**src/bdc_pkg.sv**
```systemverilog
// Shared types and constants for the UART baud divisor calculator.
package bdc_pkg;

  // Width of the dividend 25 * pclk and of the quotient.
  localparam int NUM_W = 29;
  // Width of the divisor k * baud_rate.
  localparam int DEN_W = 26;
  // One quotient bit is produced in each divider stage.
  localparam int DIV_STEPS = NUM_W;
  // Mantissa width, including room for the rounding carry.
  localparam int MANT_W = 23;
  // Reciprocal of 100 scaled by 2^RECIP_SHIFT; exact for dividends below 2^30.
  localparam int RECIP_SHIFT = 35;
  localparam logic [NUM_W-1:0] RECIP_100 = 29'd343597384;
  localparam int PROD_W = 2 * NUM_W;
  // Largest mantissa the divisor word can hold.
  localparam logic [MANT_W-1:0] MANT_MAX = 23'd4095;

  // Result status codes.
  localparam logic [1:0] STATUS_OK        = 2'd0;
  localparam logic [1:0] STATUS_BAUD_ZERO = 2'd1;
  localparam logic [1:0] STATUS_SATURATED = 2'd2;

  // Request word.
  typedef struct packed {
    logic [31:0] clock_cfg;
    logic        fast_bus;
    logic        oversample_by_8;
    logic [23:0] baud_rate;
  } req_t;

  // Response word.
  typedef struct packed {
    logic [15:0] divisor_word;
    logic [1:0]  status;
  } rsp_t;

  // Working data of one divider stage.
  typedef struct packed {
    logic             zero_baud;
    logic             over8;
    logic [DEN_W-1:0] den;
    logic [NUM_W-1:0] num;
    logic [DEN_W-1:0] rem;
  } div_stage_t;

endpackage

```
**src/bdc_div.sv**
```systemverilog
// Pipelined restoring divider: one quotient bit per stage.
module bdc_div import bdc_pkg::*; (
  input  logic       clk,
  input  logic       rst,
  input  logic       en,
  input  logic       in_valid,
  input  div_stage_t in_data,
  output logic       out_valid,
  output div_stage_t out_data
);

  div_stage_t stage_q [DIV_STEPS];
  logic       stage_v [DIV_STEPS];

  for (genvar g = 0; g < DIV_STEPS; g++) begin : g_step
    div_stage_t       src;
    logic             src_v;
    div_stage_t       step;
    logic [DEN_W:0]   trial;
    logic             fits;

    if (g == 0) begin : g_first
      assign src = in_data;
      assign src_v = in_valid;
    end else begin : g_rest
      assign src = stage_q[g-1];
      assign src_v = stage_v[g-1];
    end

    // Bring down the next dividend bit and subtract the divisor if it fits.
    always_comb begin
      trial = {src.rem, src.num[NUM_W-1]};
      fits = (trial >= {1'b0, src.den});
      step = src;
      step.rem = fits ? DEN_W'(trial - {1'b0, src.den}) : trial[DEN_W-1:0];
      step.num = {src.num[NUM_W-2:0], fits};
    end

    always_ff @(posedge clk) begin
      if (rst) begin
        stage_v[g] <= 1'b0;
      end else if (en) begin
        stage_v[g] <= src_v;
      end
    end

    always_ff @(posedge clk) begin
      if (en) begin
        stage_q[g] <= step;
      end
    end
  end

  assign out_valid = stage_v[DIV_STEPS-1];
  assign out_data = stage_q[DIV_STEPS-1];

endmodule

```
**config.mk**
```make
export PLATFORM = sky130hd
export DESIGN_NAME = bdc_div
export DESIGN_NICKNAME = d
export VERILOG_FILES = /design/src/bdc_pkg.sv /design/src/bdc_div.sv
export SDC_FILE = /design/constraint.sdc
export NUM_CORES = 2
export LEC_CHECK = 0
export BUFFER_PORTS_ARGS = -buffer_cell sky130_fd_sc_hd__clkbuf_2
export CORE_UTILIZATION = 53
export DETAILED_ROUTE_END_ITERATION = 7
export PLACE_DENSITY = 0.74
export REMOVE_ABC_BUFFERS = 1
export SYNTH_ARGS = -nofsm -noshare
export SYNTH_HDL_FRONTEND = slang
export SYNTH_SLANG_ARGS = --single-unit
```
**constraint.sdc**
```tcl
create_clock -name clk -period 3.8 [get_ports clk]
set_input_delay 0.19 -clock clk [delete_from_list [all_inputs] [get_ports clk]]
set_output_delay 0.19 -clock clk [all_outputs]
set_load 0.05 [all_outputs]
```
==> flow_summary.ini <==
[detailed_routing]
antenna_left = 0
drcViolationCount = 0
first_pass_iters = 8
wl_per_cell_um = 21.0
drt_iter0_drc = 6816
via_per_inst = 5.79
wl_um = 285000
num_vias = 78800

[pwr]
p_total_mw = 120
peakVddDrop_v = 0.000521
cellPowerDensity_nw_per_um2 = 861
p_leak_nw = 55.5

[placement]
numPortBuffers = 170
hpwl_um = 211000
routabilityCongestion = 0.944
postPlaceCellArea_um2 = 129000
place_inst = 13000

[floorplan]
io_pins = 171
num_rows = 176
core_um2 = 230000
die_h_um = 483
dieArea_um2 = 234000
initial_utilization_pct = 53.4
die_w_um = 483

[clock_network]
cts_num_sinks = 2436
clkLatencyLatePin_ns = 0.92
clkTransAtPathRegs_ns = 0.06
htreeDepth = 5
clockRootBuffer = clkbuf_16
cts_buffers = 282
cts_tree = done
cts_buffer_depth = 4

[layout]
num-nets-final = 11300
drive_above_1_share_pct = 12.3
instances_no_fill = 13600
fin_area_um2 = 139000
areaGrowthSynthToFinish_pct = 13.1

[yosys]
syn_avg_cell_area_um2 = 12.5
synth-edff-count = 2436
yosys-top-cells-area = edfxtp_1 60%, ha_1 7.7%, mux2_2 3.7%
synth_top_area_share_pct = 59.6
synth_cells = 9811
async_flop_share_pct = 0
netlist_area_um2 = 123000
synth_seq_area_share_pct = 59.6
ys_dominant_reg_cell = edfxtp_1
synth_cell_types = 93
ys_seq_elements = 2436
synth_common_cells = 2,436 x edfxtp_1, 1,016 x inv_1, 754 x ha_1
synth_most_common_cell = edfxtp_1
synth_warnings = 0
yosysTopAreaCell = edfxtp_1

[sta]
fin_crit_ns = 3.71
worst_slew_pin_slew_ns = 1.00
final_max_slew_viol_count = 0
clock.fmax_mhz = 270
hold_violations = 0
fin_skew_ns = 0.0700
setup_viol = 0
tns_ns = 0
timing.final.crit_share_pct = 97.5
slew_headroom_pct = 32.5

[global_routing]
grt_pass1_vias = 77300
gr-total-overflow = 0
antenna_found_initial = 14
grt_max_degree = 154
grt.total_usage_pct = 24.1
grt_pass1_wl_um = 442000

[run_status]
status = finished, final reports clean

[job]
drv_cap = 0

[worst_hold_path]
hp-class = in2reg

[critical_path]
arrival_ns = 4.35
path_max_fanout = 3
path_class = reg2reg
crit_path_start_kind = flop
required_ns = 4.45
cp-end-kind = flop
-- registers in the layout (all words and copies together), names as in the netlist --
signal	flops
stage_q	2407
stage_v	29
-- layout make-up --
cell class	instances	area [um^2]
antenna	11	27.5
clock inverter	157	1490
sequential	2436	73200
multi-input combinational	6144	45100
inverter	1016	3810
fill	17700	91300
clock buffer	324	7280
timing repair buffer	504	4190
tap	3026	3790
-- worst max-delay path: stages (launching register included) --
cell and delay (ns):
edfxtp_1 0.42, inv_2 0.09, ha_2 0.19, inv_1 0.05, fa_2 0.35, a21o_1 0.21, a311o_1 0.39, o22a_1 0.25
a221oi_2 0.26, buf_4 0.17, o211ai_1 0.12, a31o_2 0.26, a21o_1 0.18, or2_2 0.27, a31o_2 0.25
-- power by group --
part | switching, mW | internal [mW] | leakage, nW
registers | 4.00 | 38.2 | 23.8
clock network | 10.4 | 15.5 | 4.29
logic | 28.5 | 22.9 | 27.4
total | 43.0 | 76.6 | 55.5
-- worst paths after layout --
path	slack, ns	startpoint	depth (start not counted)	end
hold reg to reg	0.40	stage_q[3][81]	0	stage_q[4][81]
hold / removal	0.07	in_data[79]	2	stage_q[0][79]
setup reg to reg	0.09	stage_q[1][54]	14	stage_q[2][22]
setup / recovery	0.09	stage_q[1][54]	14	stage_q[2][22]
-- cells by family (layout without fill, tap and decap cells) --
family | after synthesis | in the layout | synth area share (%)
DFF | 2436 | 2436 | 59.6
AOI/OAI and AO/OA | 2378 | 2378 | 12.3
and+or+nand+nor | 1929 | 1929 | 7.59
buffers and inverters | 1231 | 2001 | 3.85
adders and majority gates | 783 | 783 | 8.16
xor gates and xnor gates | 590 | 590 | 4.21
muxes | 464 | 464 | 4.32
other | 0 | 11 | 0
-- per-layer routing --
| metal | up-vias | GRT usage (%) | wire (um) |
|---|---|---|---|
| li1 | 37500 | - | - |
| met4 | 2 | 9.44 | 11600 |
| met5 | - | 0 | 13 |
| met1 | 38100 | 33.2 | 126000 |
| met2 | 2523 | 38.9 | 133000 |
| met3 | 643 | 3.11 | 15600 |
-- per-stage QoR --
stage               setup slack [ns]  utilization [%]  hold WS (ns)
detailed placement            0.0289             56.0         0.369
floorplan                      -1.21                -         0.289
CTS                           0.0115             60.3       0.00299
finish                        0.0938             60.3        0.0679
global placement             -0.0732             56.0         0.367
global route                -0.00258             60.3        0.0191
-- timing repair --
item                                    4_1_cts  5_1_grt
buffers inserted                              0        0
endpoints found under the hold margin       161        0
endpoints found under the setup margin        0      101
gates resized for setup                       0       28
hold buffers                                117        0
-- cells in the final DEF, fill, tap and decap left out, types with 21 or more instances in the layout --
cell	instances
o211ai_1	37
buf_12	43
clkbuf_1	39
mux2i_1	31
a31oi_1	73
nor2b_1	106
fa_1	28
a211o_1	31
nor4_1	28
buf_4	175
a21oi_1	748
o21ai_0	488
clkinv_1	56
o21a_1	115
o31ai_1	45
clkinv_2	47
or3_1	50
xor2_1	213
xnor2_1	377
and2_1	58
clkbuf_16	285
mux2_2	398
nand4_1	122
and3_1	71
o21bai_1	106
ha_1	753
dlygate4sd3_1	117
or2_2	21
bufinv_16	27
nand2_1	501
clkbuf_2	169
nor3_1	143
edfxtp_1	2436
nand3_1	160
mux2_4	32
nor2_1	514
a21o_1	364
a211oi_1	82
inv_1	1015
nand2b_1	64
Power figures use the tool's default switching activity.
