<file path="config.mk">
export PLATFORM = sky130hd
export DESIGN_NAME = bdc_front
export DESIGN_NICKNAME = d
export VERILOG_FILES = /design/src/bdc_pkg.sv /design/src/bdc_front.sv
export SDC_FILE = /design/constraint.sdc
export NUM_CORES = 1
export LEC_CHECK = 0
export ABC_AREA = 1
export BUFFER_PORTS_ARGS = -buffer_cell sky130_fd_sc_hd__buf_2
export CAP_MARGIN = 5
export CELL_PAD_IN_SITES_DETAIL_PLACEMENT = 1
export CELL_PAD_IN_SITES_GLOBAL_PLACEMENT = 2
export CORE_ASPECT_RATIO = 0.75
export CORE_MARGIN = 2
export CORE_UTILIZATION = 28
export DETAILED_ROUTE_END_ITERATION = 6
export PLACE_DENSITY_LB_ADDON = 0.1
export REMOVE_ABC_BUFFERS = 1
export SKIP_LAST_GASP = 1
export SYNTH_ARGS = -nofsm -noshare
export SYNTH_HDL_FRONTEND = slang
export SYNTH_SLANG_ARGS = --single-unit
</file>
<file path="constraint.sdc">
create_clock -name clk -period 10.9 [get_ports clk]
set_input_delay 0.545 -clock clk [delete_from_list [all_inputs] [get_ports clk]]
set_output_delay 0.545 -clock clk [all_outputs]
set_load 0.02 [all_outputs]
</file>
<file path="src/bdc_pkg.sv">
// Shared types and constants for the UART baud divisor calculator.
package bdc_pkg;

  // Width of the dividend 25 * pclk and of the quotient.
  localparam int NUM_W = 29;
  // Width of the divisor k * baud_rate.
  localparam int DEN_W = 26;
  // One quotient bit is produced in each divider stage.
  localparam int DIV_STEPS = NUM_W;
  // Mantissa width, including room for the rounding carry.
  localparam int MANT_W = 23;
  // Reciprocal of 100 scaled by 2^RECIP_SHIFT; exact for dividends below 2^30.
  localparam int RECIP_SHIFT = 35;
  localparam logic [NUM_W-1:0] RECIP_100 = 29'd343597384;
  localparam int PROD_W = 2 * NUM_W;
  // Largest mantissa the divisor word can hold.
  localparam logic [MANT_W-1:0] MANT_MAX = 23'd4095;

  // Result status codes.
  localparam logic [1:0] STATUS_OK        = 2'd0;
  localparam logic [1:0] STATUS_BAUD_ZERO = 2'd1;
  localparam logic [1:0] STATUS_SATURATED = 2'd2;

  // Request word.
  typedef struct packed {
    logic [31:0] clock_cfg;
    logic        fast_bus;
    logic        oversample_by_8;
    logic [23:0] baud_rate;
  } req_t;

  // Response word.
  typedef struct packed {
    logic [15:0] divisor_word;
    logic [1:0]  status;
  } rsp_t;

  // Working data of one divider stage.
  typedef struct packed {
    logic             zero_baud;
    logic             over8;
    logic [DEN_W-1:0] den;
    logic [NUM_W-1:0] num;
    logic [DEN_W-1:0] rem;
  } div_stage_t;

endpackage

</file>
<file path="src/bdc_front.sv">
// Input stage: peripheral clock, dividend and divisor for the long division.
module bdc_front import bdc_pkg::*; (
  input  logic       clk,
  input  logic       rst,
  input  logic       en,
  input  logic       in_valid,
  input  req_t       in_data,
  output logic       out_valid,
  output div_stage_t out_data
);

  logic [23:0]      sys_clk;
  logic [3:0]       ahb_shift;
  logic [2:0]       bus_code;
  logic [2:0]       bus_shift;
  logic [3:0]       total_shift;
  logic [23:0]      pclk;
  logic [NUM_W-1:0] pclk_ext;
  div_stage_t       stage_next;

  always_comb begin
    // System clock from the source select.
    case (in_data.clock_cfg[3:2])
      2'd0:    sys_clk = 24'd16000000;
      2'd1:    sys_clk = 24'd8000000;
      default: sys_clk = 24'd0;
    endcase

    // All prescalers are powers of two, so the divisions become one right shift.
    if (!in_data.clock_cfg[7]) begin
      ahb_shift = 4'd0;
    end else begin
      case (in_data.clock_cfg[6:4])
        3'd0:    ahb_shift = 4'd1;
        3'd1:    ahb_shift = 4'd2;
        3'd2:    ahb_shift = 4'd3;
        3'd3:    ahb_shift = 4'd4;
        3'd4:    ahb_shift = 4'd6;
        3'd5:    ahb_shift = 4'd7;
        3'd6:    ahb_shift = 4'd8;
        default: ahb_shift = 4'd9;
      endcase
    end

    bus_code = in_data.fast_bus ? in_data.clock_cfg[15:13] : in_data.clock_cfg[12:10];
    bus_shift = bus_code[2] ? ({1'b0, bus_code[1:0]} + 3'd1) : 3'd0;
    total_shift = ahb_shift + {1'b0, bus_shift};
    pclk = sys_clk >> total_shift;
    pclk_ext = {5'b0, pclk};

    // Dividend 25 * pclk, divisor 2 * baud (8x) or 4 * baud (16x).
    stage_next.zero_baud = (in_data.baud_rate == 24'd0);
    stage_next.over8 = in_data.oversample_by_8;
    stage_next.num = (pclk_ext << 4) + (pclk_ext << 3) + pclk_ext;
    stage_next.den = in_data.oversample_by_8 ? {1'b0, in_data.baud_rate, 1'b0}
                                             : {in_data.baud_rate, 2'b0};
    stage_next.rem = '0;
  end

  always_ff @(posedge clk) begin
    if (rst) begin
      out_valid <= 1'b0;
    end else if (en) begin
      out_valid <= in_valid;
    end
  end

  always_ff @(posedge clk) begin
    if (en) begin
      out_data <= stage_next;
    end
  end

endmodule

</file>
==> metrics.md <==
| Metric | Value |
|---|---|
| Warnings, synthesis | `0` |
| Slew headroom | `0.4976` |
| Vias in the first global route | `between 5,000 and 6,000` |
| DP Area | `around 6300 um2` |
| Number of detailed-route iterations in the first pass | `4` |
| Critical-path cell with the highest stage delay | `sky130_fd_sc_hd__fa_1` |
| Total clock buffers created by CTS | `9` |
| Area Growth Syn to Fin | `16.14%` |
| Global-route wire length before repair | `approximately 28 mm` |
| Worst setup slack after placement | `~5.2 ns` |
| Drt total wl | `between 15 and 20 mm` |
| Number of buffers inserted by hold repair at cts | `0` |
| Post-CTS Setup Inserts | `0` |
| Final cell count without fillers | `1,191` |
| Period Utilization, post-route | `0.4873` |
| Antenna Violating Nets Remaining | `0` |
| Async set or reset register ratio after synthesis | `0` |
| Via count | `~5,400` |
| EDFF count, synth | `56` |
| Count of different cell masters after synthesis | `34` |
| Drt via density | `about 4.5` |
| Detail-routed net length per standard cell | `between 10 and 15 um` |
| Max-capacitance violation count | `0` |
| Post-synthesis instance area | `around 5700 um2` |
| Hold_sp | `rst` |
| Quantity of I/O buffers inserted on ports | `between 90 and 100` |
| Share of the core filled with cells in the final layout | `0.3296` |
| Result of the run | `finished, final reports clean` |
| Starting density of the core | `0.2838` |
| Sw Ratio | `0.4562` |
| Final Hold Violating Endpoints | `0` |
| Half-perimeter wire length of the detailed placement result | `approximately 14 mm` |
| Part of the power in the clock network | `0.220` |
| Share of synthesized area occupied by flip-flops and latches | `0.2983` |
| Nature of the critical path startpoint | `input pin` |
| Row Count | `45` |
| Most common cell after layout, fill and taps aside | `sky130_fd_sc_hd__nand2_1` |
| Area of the die | `between 20,000 and 25,000 um2` |
| Launch point of the worst reg-to-reg path | `out_valid` |
| Worst reg2reg endpoint | `out_valid` |
| Max-slew violation count | `0` |
| Number of flip-flops and latches in the synthesized netlist | `between 50 and 60` |
| Violation count after the first detailed-routing iteration | `265` |
| Number of top-level pins | `146` |
| Filler cell count | `~2,600` |
| Global-route usage over all layers | `0.1634` |
| Share of post-route cells with drive strength above 1 | `0.1543` |
| Part of the total power dissipated in sequential elements | `0.237` |
| Peak ir drop on the vdd network | `0.08093 mV` |
| Clock tree from TritonCTS | `done` |
| Commonest cells after routing, fill and taps aside | `sky130_fd_sc_hd__nand2_1 (309), sky130_fd_sc_hd__inv_1 (126), sky130_fd_sc_hd__buf_2 (98)` |
| Number of cells on the worst hold path | `2` |
| Maximum net fanout on the critical path | `20` |
| Cell class contributing the biggest share of worst-path delay | `simple AND/OR/NAND/NOR gates` |
| Crit path time final | `about 5.3 ns` |
| Placeable core region | `between 20,000 and 25,000 um2` |
| Proportion of power drawn by combinational gates | `0.542` |
| Setup crit end kind | `flip-flop` |
| Number of clock sinks seen by CTS | `57` |
| Nets@finish | `around 1,000` |
| R2R Setup Slk | `10.33 ns` |
| Critical path launch point | `in_data[25]` |
| Tightest Hold Check Type | `in -> reg` |
| Final non-filler cell area | `between 6000 and 7000 um2` |
| CTS root buf | `sky130_fd_sc_hd__clkbuf_16` |
| CP Data Arrival Time | `around 5.4 ns` |
| Setup TNS | `0 ns` |
| Worst path cell trace | `buf_2, mux2_2, ha_1, inv_1, nor2_1, inv_1, fa_1, inv_1, nand2_1, nand2_1, nand2_1, a21oi_1, fa_1, ha_1, nand2_1, nor2_1, nand2_1, inv_1, nand4_1, nand4_1, nand2_1` |
| Setup repair after global routing missed its margin | `no` |
| Worst-Margin Slew | `~0.75 ns` |
| Longest individual stage delay on the worst path | `0.54 ns` |
| Start-to-end type of the worst setup path | `in -> reg` |
| Worst-path clk slew | `~0.06 ns` |
| Later-pin clock latency in the skew report | `0.32 ns` |
| Reported net switching power | `between 600 and 700 uW` |
| Worst endpoint required time | `roughly 11 ns` |
| Largest net degree at the start of global routing | `58` |
| Total instance count after detailed placement | `about 1,200` |
| Number of failing setup endpoints in the final timing report | `0` |
| Total global routing overflow | `0` |
| Die Y | `about 130 um` |
| Fin Clk Skew | `0 ns` |
| Routability congestion estimate from global placement | `between 0.8 and 0.9` |
| CP Buf/Inv Count | `5` |
| Top achievable clock speed | `roughly 0.19 GHz` |
| CTS-repair resized insts | `0` |
| Longest Clk Path Bufs | `2` |
| Ant diodes | `0` |
| Antenna violations before repair | `0` |
| Avg Inst Size Synth | `approximately 7 um2` |
| Flip-flop cell with the highest count after synthesis | `sky130_fd_sc_hd__edfxtp_1` |
| Horizontal die dimension | `roughly 170 um` |
| Cell repeated most along the worst path | `sky130_fd_sc_hd__nand2_1` |
| Worst hold path endpoint | `out_valid` |
| Cell internal pwr | `between 700 and 800 uW` |
| Synthesized netlist cell count | `roughly 840` |
| Final worst slack | `between 5 and 6 ns` |
| Leakage power total | `between 3 and 4 nW` |
| DRC violation count after routing | `0` |
| Pwr dens | `~210 nW/um2` |
| Cell depth of the worst flop-to-flop path | `2` |
| Number of H-tree levels | `3` |
[per-stage QoR]
step / hold WS, ns / total power, mW
6_report: 0.3684 / 1.391
5_1_grt: 0.3606 / 1.529
4_1_cts: 0.3557 / 1.417
3_5_place_dp: 0.4807 / 1.098
3_3_place_gp: 0.4692 / 1.090
2_1_floorplan: 0.5788 / 0.8644
[kinds of logic after synthesis]
group | synth area share
AOI/OAI and AO/OA | 0.04804
xor gates and xnor gates | 0.01842
adders and majority gates | 0.1290
buffers and inverters | 0.1432
DFF | 0.2983
muxes | 0.007458
other | 0.0006574
and+or+nand+nor | 0.3549
[cell type report]
class | instances | area, um2 | area share
Clock buffer | 9 | 225.2 | 0.03399
Clock inverter | 7 | 102.6 | 0.01549
Inverter | 131 | 491.7 | 0.07422
Multi-Input combinational cell | 630 | 3283 | 0.4956
Sequential cell | 57 | 1702 | 0.2568
Tap cell | 258 | 322.8 | 0.04873
Timing Repair Buffer | 99 | 498.0 | 0.07517
[routing by layer]
layer | GRT usage | up-vias | wire length, um
met4 | 0.02586 | 0 | 157
li1 | - | 2775 | -
met3 | 0.02788 | 12 | 731
met5 | 0 | - | 0
met2 | 0.2420 | 96 | 6788
met1 | 0.2506 | 2494 | 9189
[power by group through the flow]
stage	sequential (mW)	clock, mW	combinational, mW
2_1_floorplan	0.404	0	0.460
4_1_cts	0.332	0.315	0.770
5_1_grt	0.335	0.324	0.869
3_5_place_dp	0.335	0	0.762
3_3_place_gp	0.333	0	0.757
6_report	0.330	0.306	0.755
[synthesized netlist by cell type (all sizes together) (2+ instances only)]
cell type,count,share of area
mux2i,2,0.0035
o21ai,24,0.021
fa,8,0.028
buf,38,0.052
or2,2,0.0022
xor2,11,0.017
inv,131,0.086
nand3b,4,0.0053
ha,46,0.10
nand2,317,0.21
mux2,2,0.0039
nand3,60,0.058
nor4,3,0.0033
nor2,74,0.054
a21oi,28,0.025
edfxtp,56,0.29
nand4,13,0.014
and2,2,0.0022
nor3,3,0.0026
clkbuf,8,0.0053
[flip-flops by register name (all words and copies together), names as in the netlist]
signal,flops
out_data,56
out_valid,1
[worst max-delay path by stage]
| stage | to | slack, ns | depth (start not counted) |
|---|---|---|---|
| finish | out_data[50] | 5.59 | 21 |
| CTS | out_data[50] | 5.57 | 21 |
| detailed placement | out_data[50] | 5.25 | 21 |
| floorplan | out_data[54] | 6.34 | 22 |
| global placement | out_data[48] | 5.33 | 20 |
| global route | out_data[48] | 5.20 | 20 |
No activity file was read; power rests on OpenSTA's default activity.
